**config.mk**
```make
export PLATFORM = sky130hd
export DESIGN_NAME = led_bar_pattern_sequencer
export DESIGN_NICKNAME = d
export VERILOG_FILES = /design/src/lbps_pkg.sv /design/src/lbps_req_stage.sv /design/src/lbps_pattern_core.sv /design/src/lbps_rsp_stage.sv /design/src/led_bar_pattern_sequencer.sv
export SDC_FILE = /design/constraint.sdc
export NUM_CORES = 1
export LEC_CHECK = 0
export BUFFER_PORTS_ARGS = -buffer_cell sky130_fd_sc_hd__buf_2
export CORE_AREA = 2 2 90 92
export DETAILED_ROUTE_END_ITERATION = 10
export DIE_AREA = 0 0 92 94
export GPL_TIMING_DRIVEN = 0
export PLACE_DENSITY_LB_ADDON = 0.2
export SYNTH_ARGS = -nofsm -noshare
export SYNTH_HDL_FRONTEND = slang
export SYNTH_SLANG_ARGS = --single-unit
```
**constraint.sdc**
```tcl
create_clock -name clock -period 4.97 [get_ports clock]
set_clock_uncertainty 0.15 [all_clocks]
set_input_delay 0.2485 -clock clock [delete_from_list [all_inputs] [get_ports clock]]
set_output_delay 0.2485 -clock clock [all_outputs]
set_load 0.1 [all_outputs]
```
**src/lbps_pkg.sv**
```systemverilog
// shared types, constants and pattern tables for the led bar pattern sequencer
package lbps_pkg;

   // pattern codes are ascii '0'..'7' (0x30..0x37)
   localparam logic [4:0] CODE_PREFIX = 5'b00110;

   localparam logic [7:0] ALT_START   = 8'hAA;
   localparam logic [7:0] FIXED_LED   = 8'hAA;
   localparam logic [7:0] UP_START    = 8'h00;
   localparam logic [7:0] DOWN_START  = 8'h00;
   localparam logic [7:0] DOWN_RESET  = 8'hFF;
   localparam logic [2:0] BOUNCE_LAST = 3'd5;
   localparam logic [7:0] WALK_ONE_LSB  = 8'h01;
   localparam logic [7:0] WALK_ZERO_MSB = 8'h80;
   localparam logic [7:0] BASE_PERIOD_RESET = 8'd16;

   localparam logic [2:0] MULT_X1 = 3'd1;
   localparam logic [2:0] MULT_X2 = 3'd2;
   localparam logic [2:0] MULT_X4 = 3'd4;
   localparam logic [2:0] MULT_X6 = 3'd6;

   typedef enum logic [2:0] {
      PAT_FIXED,
      PAT_ALT,
      PAT_UP,
      PAT_BOUNCE,
      PAT_DOWN,
      PAT_WALK_ONE,
      PAT_WALK_ZERO,
      PAT_FILL
   } pattern_type;

   // one accepted input item
   typedef struct packed {
      logic [7:0] pattern_code;
      logic       restart;
   } item_type;

   // one result item
   typedef struct packed {
      logic [7:0]  led_byte;
      logic [2:0]  multiplier;
      logic [10:0] hold_ticks;
      logic        restart_taken;
   } result_type;

   // bouncing pair, indices 6 and 7 are unreachable
   function automatic logic [7:0] bounce_led(input logic [2:0] idx);
      logic [7:0] led;
      unique case (idx)
         3'd0:    led = 8'h18;
         3'd1:    led = 8'h24;
         3'd2:    led = 8'h42;
         3'd3:    led = 8'h81;
         3'd4:    led = 8'h42;
         3'd5:    led = 8'h24;
         default: led = 8'h18;
      endcase
      return led;
   endfunction

   // thermometer fill from the right
   function automatic logic [7:0] fill_led(input logic [2:0] idx);
      logic [7:0] led;
      unique case (idx)
         3'd0:    led = 8'h01;
         3'd1:    led = 8'h03;
         3'd2:    led = 8'h07;
         3'd3:    led = 8'h0F;
         3'd4:    led = 8'h1F;
         3'd5:    led = 8'h3F;
         3'd6:    led = 8'h7F;
         default: led = 8'hFF;
      endcase
      return led;
   endfunction

endpackage

```
**src/lbps_req_stage.sv**
```systemverilog
// input register stage for pattern transition requests
module lbps_req_stage
   import lbps_pkg::*;
(
   input  logic       clock,
   input  logic       reset,
   input  logic       req_valid,
   output logic       req_stall,
   input  logic [7:0] req_pattern_code,
   input  logic       req_restart,
   input  logic       take,
   output logic       item_valid,
   output item_type   item
);

   logic     valid_ff;
   logic     valid_in;
   item_type item_ff;

   // stall only while a held item is not taken this cycle
   assign req_stall = valid_ff && !take;
   assign valid_in  = req_valid || (valid_ff && !take);

   always_ff @(posedge clock) begin
      if (reset) begin
         valid_ff <= 1'b0;
      end else if (!req_stall) begin
         valid_ff <= valid_in;
      end
   end

   // payload loads on every transfer
   always_ff @(posedge clock) begin
      if (!req_stall && req_valid) begin
         item_ff.pattern_code <= req_pattern_code;
         item_ff.restart      <= req_restart;
      end
   end

   assign item_valid = valid_ff;
   assign item       = item_ff;

endmodule

```
**src/lbps_pattern_core.sv**
```systemverilog
// per-pattern position state and next led value computation
module lbps_pattern_core
   import lbps_pkg::*;
(
   input  logic       clock,
   input  logic       reset,
   input  logic       item_valid,
   input  item_type   item,
   input  logic [7:0] base_period,
   input  logic       rsp_free,
   output logic       take,
   output logic       load,
   output result_type result
);

   logic [7:0] alt_value_ff, alt_value_in;
   logic [7:0] up_count_ff, up_count_in;
   logic [2:0] bounce_index_ff, bounce_index_in;
   logic [7:0] down_count_ff, down_count_in;
   logic [2:0] walk_one_index_ff, walk_one_index_in;
   logic [2:0] walk_zero_index_ff, walk_zero_index_in;
   logic [2:0] fill_index_ff, fill_index_in;

   logic        code_ok;
   pattern_type pattern;
   logic [7:0]  led;
   logic [2:0]  mult;

   // decode and handshake: unknown codes are dropped without a result
   assign code_ok = (item.pattern_code[7:3] == CODE_PREFIX);
   assign pattern = pattern_type'(item.pattern_code[2:0]);
   assign load    = item_valid && code_ok && rsp_free;
   assign take    = item_valid && (!code_ok || rsp_free);

   // next position of the selected pattern and its led value
   always_comb begin
      alt_value_in       = alt_value_ff;
      up_count_in        = up_count_ff;
      bounce_index_in    = bounce_index_ff;
      down_count_in      = down_count_ff;
      walk_one_index_in  = walk_one_index_ff;
      walk_zero_index_in = walk_zero_index_ff;
      fill_index_in      = fill_index_ff;
      led                = FIXED_LED;
      mult               = MULT_X1;
      unique case (pattern)
         PAT_FIXED: begin
            mult = MULT_X1;
            led  = FIXED_LED;
         end
         PAT_ALT: begin
            mult         = MULT_X4;
            alt_value_in = item.restart ? ALT_START : ~alt_value_ff;
            led          = alt_value_in;
         end
         PAT_UP: begin
            mult        = MULT_X2;
            up_count_in = item.restart ? UP_START : up_count_ff + 8'd1;
            led         = up_count_in;
         end
         PAT_BOUNCE: begin
            mult = MULT_X2;
            if (item.restart || bounce_index_ff >= BOUNCE_LAST) begin
               bounce_index_in = 3'd0;
            end else begin
               bounce_index_in = bounce_index_ff + 3'd1;
            end
            led = bounce_led(bounce_index_in);
         end
         PAT_DOWN: begin
            mult          = MULT_X1;
            down_count_in = item.restart ? DOWN_START : down_count_ff - 8'd1;
            led           = down_count_in;
         end
         PAT_WALK_ONE: begin
            mult              = MULT_X6;
            walk_one_index_in = item.restart ? 3'd0 : walk_one_index_ff + 3'd1;
            led               = WALK_ONE_LSB << walk_one_index_in;
         end
         PAT_WALK_ZERO: begin
            mult               = MULT_X2;
            walk_zero_index_in = item.restart ? 3'd0 : walk_zero_index_ff + 3'd1;
            led                = ~(WALK_ZERO_MSB >> walk_zero_index_in);
         end
         PAT_FILL: begin
            mult          = MULT_X4;
            fill_index_in = item.restart ? 3'd0 : fill_index_ff + 3'd1;
            led           = fill_led(fill_index_in);
         end
         default: begin
            mult = MULT_X1;
            led  = FIXED_LED;
         end
      endcase
   end

   // position state moves only when a result is produced
   always_ff @(posedge clock) begin
      if (reset) begin
         alt_value_ff       <= ALT_START;
         up_count_ff        <= UP_START;
         bounce_index_ff    <= 3'd0;
         down_count_ff      <= DOWN_RESET;
         walk_one_index_ff  <= 3'd0;
         walk_zero_index_ff <= 3'd0;
         fill_index_ff      <= 3'd0;
      end else if (load) begin
         alt_value_ff       <= alt_value_in;
         up_count_ff        <= up_count_in;
         bounce_index_ff    <= bounce_index_in;
         down_count_ff      <= down_count_in;
         walk_one_index_ff  <= walk_one_index_in;
         walk_zero_index_ff <= walk_zero_index_in;
         fill_index_ff      <= fill_index_in;
      end
   end

   // result fields, hold time is a small 8 by 3 product
   assign result.led_byte      = led;
   assign result.multiplier    = mult;
   assign result.hold_ticks    = 11'(base_period) * 11'(mult);
   assign result.restart_taken = item.restart;

endmodule

```
**src/lbps_rsp_stage.sv**
```systemverilog
// result register stage for led bar results
module lbps_rsp_stage
   import lbps_pkg::*;
(
   input  logic        clock,
   input  logic        reset,
   input  logic        load,
   input  result_type  result,
   output logic        rsp_free,
   output logic        rsp_valid,
   input  logic        rsp_stall,
   output logic [7:0]  rsp_led_byte,
   output logic [2:0]  rsp_multiplier,
   output logic [10:0] rsp_hold_ticks,
   output logic        rsp_restart_taken
);

   logic       valid_ff;
   logic       valid_in;
   result_type result_ff;

   // register can take a new result when empty or its transfer completes
   assign rsp_free = !valid_ff || !rsp_stall;
   assign valid_in = load || (valid_ff && rsp_stall);

   always_ff @(posedge clock) begin
      if (reset) begin
         valid_ff <= 1'b0;
      end else begin
         valid_ff <= valid_in;
      end
   end

   always_ff @(posedge clock) begin
      if (load) begin
         result_ff <= result;
      end
   end

   assign rsp_valid         = valid_ff;
   assign rsp_led_byte      = result_ff.led_byte;
   assign rsp_multiplier    = result_ff.multiplier;
   assign rsp_hold_ticks    = result_ff.hold_ticks;
   assign rsp_restart_taken = result_ff.restart_taken;

endmodule

```
**src/led_bar_pattern_sequencer.sv**
```systemverilog
// top level of the led bar pattern sequencer
// Each request ('0'..'7' in req_pattern_code) advances or restarts one of
// eight led bar patterns, each but the fixed one keeping its own position,
// and yields one result with the led byte, the period multiplier and the
// hold time (base_period times multiplier); any other code is consumed with
// no result and no state change. The block takes one request every clock
// cycle while req_stall is low: a request passes the input register, the
// pattern logic and the result register, and its result is presented on the
// rsp ports from the result register. The user must write base_period
// through the csr port only while the block is idle; the block itself does
// not enforce this.
module led_bar_pattern_sequencer
   import lbps_pkg::*;
(
   input  logic        clock,
   input  logic        reset,
   input  logic        csr_wr_en,
   input  logic [7:0]  csr_wr_data,
   input  logic        req_valid,
   output logic        req_stall,
   input  logic [7:0]  req_pattern_code,
   input  logic        req_restart,
   output logic        rsp_valid,
   input  logic        rsp_stall,
   output logic [7:0]  rsp_led_byte,
   output logic [2:0]  rsp_multiplier,
   output logic [10:0] rsp_hold_ticks,
   output logic        rsp_restart_taken
);

   logic [7:0] base_period_ff;
   logic       item_valid;
   item_type   item;
   logic       take;
   logic       load;
   logic       rsp_free;
   result_type result;

   // base period register
   always_ff @(posedge clock) begin
      if (reset) begin
         base_period_ff <= BASE_PERIOD_RESET;
      end else if (csr_wr_en) begin
         base_period_ff <= csr_wr_data;
      end
   end

   lbps_req_stage u_req_stage (
      .clock            (clock),
      .reset            (reset),
      .req_valid        (req_valid),
      .req_stall        (req_stall),
      .req_pattern_code (req_pattern_code),
      .req_restart      (req_restart),
      .take             (take),
      .item_valid       (item_valid),
      .item             (item)
   );

   lbps_pattern_core u_pattern_core (
      .clock       (clock),
      .reset       (reset),
      .item_valid  (item_valid),
      .item        (item),
      .base_period (base_period_ff),
      .rsp_free    (rsp_free),
      .take        (take),
      .load        (load),
      .result      (result)
   );

   lbps_rsp_stage u_rsp_stage (
      .clock             (clock),
      .reset             (reset),
      .load              (load),
      .result            (result),
      .rsp_free          (rsp_free),
      .rsp_valid         (rsp_valid),
      .rsp_stall         (rsp_stall),
      .rsp_led_byte      (rsp_led_byte),
      .rsp_multiplier    (rsp_multiplier),
      .rsp_hold_ticks    (rsp_hold_ticks),
      .rsp_restart_taken (rsp_restart_taken)
   );

endmodule
```
After elaboration in Yosys (flattened, before gate mapping)
Cells that the tools add are included.
{"block": "word_totals", "regBits": 78, "input_bits": 22, "output_inout_bits": 25, "word_cells": 89}
{"block": "op_classes", "addsub": 6, "n_mul": 1, "order_cmp": 1, "n_eq_ne": 19, "n_shift": 2, "muxes": 12, "bitwise": 2, "n_reduce_logical": 30}
{"op": "8-bit one-hot mux with 8 select lines", "count": 1}
{"op": "8-bit one-hot mux with 7 select lines", "count": 1}
{"op": "3-bit == test, second input constant", "count": 9}
{"op": "8-bit 2-to-1 mux", "count": 3}
{"op": "8-bit one-hot mux with 3 select lines", "count": 1}
{"op": "3-bit by 2-bit == test with 1-bit output, second input constant", "count": 6}
{"op": "8-bit NOT", "count": 2}
{"op": "3-bit 2-to-1 mux", "count": 5}
{"op": "2-bit AND reduction", "count": 7}
{"op": "3-bit by 1-bit adder with 3-bit output, second input constant", "count": 4}
{"op": "3-bit one-hot mux with 4 select lines", "count": 1}
{"op": "8-bit by 3-bit multiplier with 11-bit output", "count": 1}
{"op": "3-bit by 1-bit == test with 1-bit output, second input constant", "count": 3}
{"op": "8-bit by 1-bit adder with 8-bit output, second input constant", "count": 1}
{"op": "2-bit OR reduction", "count": 4}
{"op": "1-bit by 3-bit << shifter with 8-bit output, first input constant", "count": 1}
{"op": "8-bit by 3-bit right shift with 8-bit output, first input constant", "count": 1}
{"op": "8-bit by 1-bit subtractor with 8-bit output, second input constant", "count": 1}
{"op": "1-bit logical AND", "count": 6}
{"op": "3-bit logical NOT", "count": 2}
{"op": "5-bit by 3-bit == test with 1-bit output, second input constant", "count": 1}
{"op": "1-bit logical NOT", "count": 5}
{"op": "1-bit logical OR", "count": 5}
{"op": "3-bit greater-or-equal comparator, second input constant", "count": 1}
{"op": "3-bit OR reduction", "count": 1}

Logic depth before layout (Yosys ltp)
Gate-level depths: netlist (run 1).
{"block": "logic_depth", "ltp_word": 8, "mapped_depth": 13, "mapped_depth_nobuf": 12}

Cells and area by module
From an unflattened synthesis (run 1), not the netlist that was laid out.
{"block": "hier_totals", "hier_cells": 489, "hier_area_um2": 4539.4}
{"module": "lbps_pattern_core", "instances": 1, "cells_per_inst": 423, "area_per_inst_um2": 3205.6, "seq_area_each_um2": 720.7}
{"module": "lbps_rsp_stage", "instances": 1, "cells_per_inst": 27, "area_per_inst_um2": 723.2, "seq_area_each_um2": 710.7}
{"module": "lbps_req_stage", "instances": 1, "cells_per_inst": 13, "area_per_inst_um2": 320.3, "seq_area_each_um2": 290.3}
{"module": "led_bar_pattern_sequencer", "instances": 1, "cells_per_inst": 26, "area_per_inst_um2": 290.3, "seq_area_each_um2": 160.2}

Worst setup path before layout (run 1)
Ideal clock, no wire load.
{"block": "synth_timing", "kind": "reg-to-reg", "from": "reg u_rsp_stage.valid_ff, in the netlist u_rsp_stage.rsp_valid", "to": "reg u_req_stage.item_ff, in the netlist u_req_stage.item[0] (enable)", "setup_ps": 394, "arrival_time_ps": 3016, "t_required_ps": 4426, "path_slack_ps": 1410, "stages_incl_launch_ff": 4, "n_path_buf": 0, "synth_period_minus_slack_ps": 3560, "path_cell_list": "dfxtp_1 -> nand2_1 -> nor2_1 -> nor2b_1"}
{"block": "synth_between", "elab_chain_len": 8}
{"item": "start: declaration", "line_no": "lbps_rsp_stage.sv:18", "text": "logic valid_ff;"}
{"item": "start signal: assignment", "line_no": "lbps_rsp_stage.sv:30", "text": "valid_ff <= valid_in;"}
{"item": "1-bit logical NOT", "line_no": "lbps_rsp_stage.sv:23", "text": "assign rsp_free = !valid_ff || !rsp_stall;"}
{"item": "1-bit logical OR", "line_no": "lbps_rsp_stage.sv:23"}
{"item": "1-bit logical OR", "line_no": "lbps_pattern_core.sv:33", "text": "assign take = item_valid && (!code_ok || rsp_free);"}
{"item": "1-bit logical AND", "line_no": "lbps_pattern_core.sv:33"}
{"item": "1-bit logical NOT", "line_no": "lbps_req_stage.sv:21", "text": "assign req_stall = valid_ff && !take;"}
{"item": "1-bit logical AND", "line_no": "lbps_req_stage.sv:21"}
{"item": "via req_stall", "line_no": "led_bar_pattern_sequencer.sv:20", "text": "output logic req_stall,"}
{"item": "1-bit logical NOT"}
{"item": "1-bit logical AND", "line_no": "lbps_req_stage.sv:34", "text": "if (!req_stall && req_valid) begin"}
{"item": "end: declaration", "line_no": "lbps_req_stage.sv:18", "text": "item_type item_ff;"}
The timed path passes the listed nets, and every way through them passes these cells.
A chain may end at the register's enable or synchronous reset.

==> results of run 1 <==
cell type report:
| cell class | instances | area share [%] |
|---|---|---|
| Clock inverter | 7 | 2.03 |
| Multi-Input combinational cell | 355 | 45.2 |
| Inverter | 26 | 1.89 |
| Tap cell | 102 | 2.47 |
| Clock buffer | 9 | 2.39 |
| Timing Repair Buffer | 62 | 7.74 |
| Sequential cell | 78 | 36.4 |
| Buffer | 23 | 1.93 |
final timing paths:
check	startpoint	endpoint	slack [ps]	cells past startpoint
min	rsp_stall	u_rsp_stage.rsp_valid	130	3
max	u_req_stage.item[1]	u_rsp_stage.rsp_hold_ticks[8]	1140	13
max reg2reg	u_req_stage.item[1]	u_rsp_stage.rsp_hold_ticks[8]	1140	13
min reg2reg	u_pattern_core.down_count_ff[7]	u_pattern_core.down_count_ff[7]	320	2
tightest hold or removal path: stages:
cell	delay [ps]
buf_2	100
nand2_1	160
a21oi_1	90
state kept, by name, summed over array words and instances, names as in the netlist, 8 cells and up:
signal	cells
u_rsp_stage.rsp_hold_ticks	11
u_req_stage.item	9
base_period_ff	8
u_pattern_core.alt_value_ff	8
u_pattern_core.down_count_ff	8
u_pattern_core.up_count_ff	8
u_rsp_stage.rsp_led_byte	8
stage by stage:
| stage | power, mW | hold WS (ps) |
|---|---|---|
| after detailed placement | 0.827 | 277 |
| after CTS | 1.38 | 135 |
| after global placement | 0.824 | 275 |
| final | 1.38 | 132 |
| after floorplan | 0.790 | 197 |
| after global routing | 1.43 | 149 |
power by group:
group	internal, mW	total, mW	switching, mW
Clock	0.291	0.552	0.261
Combinational	0.0569	0.141	0.0845
Sequential	0.678	0.685	0.00747
Total	1.03	1.38	0.353
Yosys cell counts, types with 4 or more instances:
cell,number,share of area (%)
nand4_1,6,0.85
and2_1,11,1.6
fa_1,7,3.2
o21ai_0,5,0.57
nand2_1,49,4.2
clkbuf_1,17,1.4
xor2_1,11,2.2
nand3_1,11,1.2
nor2b_1,9,1.3
and3_1,9,1.3
nor3b_1,4,0.68
nor2_1,53,4.5
o21ai_1,18,2.0
o22ai_1,4,0.57
buf_2,5,0.57
a211o_1,5,0.99
a21oi_1,26,2.9
a31oi_1,10,1.4
dfxtp_1,46,21
nor3_1,14,1.6
edfxtp_1,32,22
mux2i_1,17,3.9
xnor2_1,14,2.8
ha_1,17,4.8
nand3b_1,6,1.0
inv_1,25,2.1
cell families (layout without fill, tap and decap cells):
group | Yosys count | after routing | synth area share [%]
AND/OR/NAND/NOR | 195 | 195 | 22.7
AO/OA/AOI/OAI | 94 | 94 | 13.4
flip-flops | 78 | 78 | 42.6
buffers and inverters | 49 | 127 | 4.48
XOR/XNOR | 25 | 25 | 4.96
adder cells (fa/ha/maj) | 24 | 24 | 7.99
multiplexers | 17 | 17 | 3.85
layer usage:
metal  share of wire [%]  global-route usage (%)
met5                   0                       0
met1                  45                    34.5
met4                 2.0                    10.3
met3                 6.8                    4.74
met2                  46                    41.5
what timing repair did:
| item | 4_1_cts | 5_1_grt |
|---|---|---|
| hold buffers | 18 | 0 |
| setup endpoints to repair | 0 | 0 |
| endpoints found under the hold margin | 18 | 0 |
cells in the final DEF (no fill, tap or decap), drive strengths merged, types with 13 or more instances in the layout:
| master | synthesis | final |
|---|---|---|
| a21oi | 26 | 26 |
| buf | 6 | 50 |
| clkbuf | 17 | 26 |
| dfxtp | 46 | 46 |
| dlygate4sd3 | 0 | 18 |
| edfxtp | 32 | 32 |
| ha | 17 | 17 |
| inv | 26 | 29 |
| mux2i | 17 | 17 |
| nand2 | 49 | 49 |
| nand3 | 13 | 13 |
| nor2 | 53 | 53 |
| nor3 | 15 | 15 |
| o21ai | 23 | 23 |
| xnor2 | 14 | 14 |
==> impl_metrics.py, run 1 <==
metrics = {
    "clock_tree": {
        "post_cts_buffers": 0,
        "clock_latency_ps": 370,
        "clk_pin_slew_ps": 90,
        "cts_buffers": 9,
        "clock_sinks": 78,
        "clockBufferDepth": 2,
        "htreeDepth": 3,
        "cts_tree": "done",
        "cts_root_buf": "clkbuf_8",
        "cts_resized": 0,
    },
    "floorplan": {
        "row_count": 32,
        "core_sq_um": 7610,
        "die_width_um": 92,
        "design.die.area_sq_um": 8650,
        "io_pins": 47,
        "start_util_pct": 58.1,
        "die_h_um": 94,
    },
    "critical_path": {
        "path_cells": "clkbuf_1 -> clkbuf_1 -> and2_1 -> clkbuf_1 -> nand2_1 -> fa_1 -> inv_1 -> ha_1 -> nor2b_1 -> o21ai_1 -> a21oi_1 -> a211oi_1 -> xnor2_1",
        "crit_required_ps": 4940,
        "arrival_ps": 3800,
        "setup.worst_path.class": "flop to flop",
        "critPathTopFamily": "buffers and inverters",
        "crit_fanout": 10,
        "critPathCaptureType": "flop",
        "cpMaxStageDelayCell": "fa_1",
        "crit_path_start_kind": "flop",
        "crit_buf_inv": 4,
        "critPathMaxStageDelay_ps": 530,
        "path_common_cell": "clkbuf_1",
    },
    "routing": {
        "antenna_left": 0,
        "initialDrtViolationCount": 334,
        "vias": 3789,
        "wl_per_cell_um": 15.9,
        "first_pass_iters": 6,
        "drcViolationCount": 0,
        "viasPerCell": 5.72,
        "route.final.wire_length_um": 10500,
    },
    "timing": {
        "worst_slew_pin_slew_ps": 713,
        "max_slew_margin_pct": 52.1,
        "fin_ws_ps": 1140,
        "rsz0062_at_grt": "false",
        "fin_crit_sh_pct": 77.1,
        "finalHoldViolations": 0,
        "fin_crit_ps": 3830,
        "slew_violations": 0,
        "setup-tns-final_ps": 0,
        "fmax_mhz": 261,
        "final-setup-viol-count": 0,
    },
    "grt": {
        "track_usage_pct": 25.8,
        "grt_pass1_vias": 3557,
        "grt_max_degree": 30,
        "grt_pass1_wl_um": 17300,
        "grt_overflow": 0,
        "antenna_found_initial": 0,
    },
    "place": {
        "dp.cells": 628,
        "place.gp.congestion": 0.982,
        "portBuffers": 44,
        "hpwlAfterDp_um": 7500,
        "pre_cts_ws_ps": 1180,
        "placed_area_sq_um": 4760,
    },
    "cells_and_area": {
        "n_fill_cell": 615,
        "instances_no_fill": 662,
        "nets": 601,
        "fin_area_sq_um": 5170,
        "multi_input_area_sq_um": 2340,
        "drive_above_1_share_pct": 13.2,
        "seq_area_sq_um": 1880,
        "post-route-util_pct": 68.0,
        "areaGrowthSynthToFinish_pct": 17.1,
        "diodes": 0,
    },
    "flow_run": {
        "drv_cap": 0,
    },
    "synth": {
        "synthCells": 482,
        "synth_top_flop_cell": "dfxtp_1",
        "synth_edf_count": 32,
        "ys_types": 62,
        "synth_seq_cells": 78,
        "synth_area_sq_um": 4420,
        "synth.yosys.warnings": 0,
        "ys_seq_area_share_pct": 42.6,
        "syn_avg_cell_area_sq_um": 9.16,
        "ys_async_sr_fraction_pct": 0,
        "syn_nets": 528,
    },
    "power": {
        "p_per_area_nw_per_um2": 266,
        "peakVddDrop_mv": 0.181,
        "p_leak_nw": 2.17,
    },
    "worst_hold_path": {
        "hold_class": "input pin to flop",
    },
    "run_status": {
        "status": "complete, no violations",
    },
}
Power figures use the tool's default switching activity.
==> run 2, diff against run 1 <==
Settings changed: ABC_AREA from default to 1, CORE_AREA 2 2 90 92 to 2 2 91 93, DIE_AREA 0 0 92 94 to 0 0 93 95.
Clock period 4.97 ns to 3.7 ns, I/O delays scaled along.
==> impl_metrics.py, run 2 <==
metrics = {
    "routing": {
        "vias": 4243,
        "first_pass_iters": 5,
        "drcViolationCount": 0,
        "route.final.wire_length_um": 11100,
        "viasPerCell": 5.35,
        "antenna_left": 0,
        "initialDrtViolationCount": 221,
        "wl_per_cell_um": 14.1,
    },
    "grt": {
        "grt_pass1_wl_um": 17700,
        "track_usage_pct": 26.0,
        "grt_max_degree": 26,
        "grt_overflow": 0,
        "antenna_found_initial": 0,
        "grt_pass1_vias": 3895,
    },
    "floorplan": {
        "die_h_um": 95,
        "io_pins": 47,
        "design.die.area_sq_um": 8840,
        "row_count": 33,
        "die_width_um": 93,
        "core_sq_um": 7930,
        "start_util_pct": 57.4,
    },
    "timing": {
        "finalHoldViolations": 0,
        "fin_ws_ps": 222,
        "worst_slew_pin_slew_ps": 782,
        "slew_violations": 0,
        "rsz0062_at_grt": "false",
        "fin_crit_ps": 3480,
        "fin_crit_sh_pct": 94.0,
        "max_slew_margin_pct": 47.8,
        "final-setup-viol-count": 0,
        "fmax_mhz": 287,
        "setup-tns-final_ps": 0,
    },
    "critical_path": {
        "critPathCaptureType": "flop",
        "arrival_ps": 3450,
        "setup.worst_path.class": "flop to flop",
        "rrSetupSlack_ps": 220,
        "crit_path_start_kind": "flop",
        "crit_required_ps": 3680,
        "crit_fanout": 9,
    },
    "cells_and_area": {
        "mostFrequentLayoutCell": "nand2_1",
        "nets": 729,
        "layout_common_cells": "nand2_1, nor2_1, inv_1, buf_2, dfxtp_1",
        "drive_above_1_share_pct": 13.7,
        "largest_register_ffs": 11,
        "diodes": 0,
        "areaGrowthSynthToFinish_pct": 16.8,
    },
    "synth": {
        "synth_simple_gate_area_share_pct": 32.5,
        "yosysTopAreaCellShare_pct": 21.1,
        "synth_seq_cells": 78,
        "synth_edf_count": 32,
        "synth_top_flop_cell": "dfxtp_1",
        "ys_seq_area_share_pct": 41.4,
        "syn_nets": 651,
        "syn_avg_cell_area_sq_um": 7.52,
        "synth_compound_area_share_pct": 9.77,
        "synthTopCellsByArea": "edfxtp_1, dfxtp_1, nand2_1",
        "yosys.area.top_type": "edfxtp_1",
        "yosys.area_share.adder_pct": 7.76,
        "yosys.area_share.xor_xnor_pct": 0.963,
        "ys_async_sr_fraction_pct": 0,
        "synth_top_family_by_area": "simple AND/OR/NAND/NOR gates",
        "synthCells": 605,
        "synth_area_sq_um": 4550,
        "synthMuxAreaShare_pct": 0,
        "synthMostInstantiatedCell": "nand2_1",
        "synth_common_cells": "nand2_1, nor2_1, inv_1",
        "ys_types": 36,
        "synth.yosys.warnings": 0,
    },
    "power": {
        "p_leak_nw": 2.51,
        "p_per_area_nw_per_um2": 327,
        "peakVddDrop_mv": 0.250,
        "power_mw": 1.74,
    },
    "clock_tree": {
        "cts_tree": "done",
        "post_cts_buffers": 0,
        "clockBufferDepth": 2,
        "clock_sinks": 78,
        "cts_buffers": 9,
        "cts_root_buf": "clkbuf_8",
        "htreeDepth": 3,
        "clk_pin_slew_ps": 90,
        "clock_latency_ps": 370,
    },
    "worst_hold_path": {
        "hold_class": "input pin to flop",
    },
    "place": {
        "hpwlAfterDp_um": 8050,
        "portBuffers": 46,
        "pre_cts_ws_ps": 205,
        "place.gp.congestion": 0.962,
    },
    "flow_run": {
        "drv_cap": 0,
    },
    "run_status": {
        "status": "complete, no violations",
    },
}
run 2: cell count changes after synthesis, moves of 12 or more:
cell      previous run  this run
nand3_1             11        41
o21ai_1             18         0
clkbuf_1            17         5
nor2_1              53        94
o21ai_0              5        27
inv_1               25        75
nand2_1             49       151
mux2i_1             17         0
nor3_1              14         1
nand4_1              6        22
xnor2_1             14         1
run 2: per-stage QoR:
stage / util, % / hold WS, ps / instances / area, sq um
floorplan: - / 134 / 605 / 4550
global placement: 61.9 / 212 / 756 / 4910
detailed placement: 61.9 / 213 / 756 / 4910
CTS: 66.8 / 62.0 / 793 / 5300
global route: 67.0 / 114 / 793 / 5310
finish: 67.0 / 66.4 / 793 / 5310
run 2: layout make-up:
type / instances / area [sq um]
Buffer: 11 / 51.3
Clock buffer: 9 / 124
Clock inverter: 7 / 56.3
Fill cell: 663 / 2620
Inverter: 78 / 294
Multi-Input combinational cell: 438 / 2330
Sequential cell: 78 / 1880
Tap cell: 105 / 131
Timing Repair Buffer: 67 / 440
run 2: cell families (layout without fill, tap and decap cells):
family | after synthesis | in the layout
flip-flops | 78 | 78
XOR/XNOR | 5 | 5
AND/OR/NAND/NOR | 330 | 330
buffers and inverters | 89 | 172
adder cells (fa/ha/maj) | 24 | 24
AO/OA/AOI/OAI | 79 | 79
run 2: path summary, 6_finish.rpt:
path	cells after the start	endpoint	startpoint
worst max-delay path	14	u_rsp_stage.rsp_hold_ticks[9]	u_req_stage.item[1]
worst min-delay path	4	base_period_ff[1]	csr_wr_en
worst max register to register	14	u_rsp_stage.rsp_hold_ticks[9]	u_req_stage.item[1]
worst min register to register	2	u_pattern_core.fill_index_ff[1]	u_pattern_core.fill_index_ff[1]
run 2: power breakdown:
group	internal (mW)	switching, mW
Sequential	0.912	0.00923
Clock	0.252	0.357
Combinational	0.0733	0.132
run 2: repair_timing:
item	4_1_cts	5_1_grt
hold buffers	21	0
endpoints found under the hold margin	18	0
setup endpoints to repair	0	2
gates resized for setup	0	1
run 2: metal layers:
metal | up-vias | track usage (%) | routed length (um)
met5 | - | 0 | 0
met4 | 0 | 9.56 | 213
met3 | 19 | 5.91 | 736
met2 | 143 | 43.8 | 5380
met1 | 1942 | 32.8 | 4810
li1 | 2139 | - | -
run 2: worst max-delay path, stage by stage, from the launching register on:
cell	delay (ps)
edfxtp_1	460
inv_1	110
nand2_1	90
nor2_2	340
nor3_2	150
inv_1	190
nand2_1	110
fa_1	510
inv_1	40
ha_1	370
a21oi_1	260
nand2_1	150
nand4_1	140
a21o_1	130
nand2_1	40
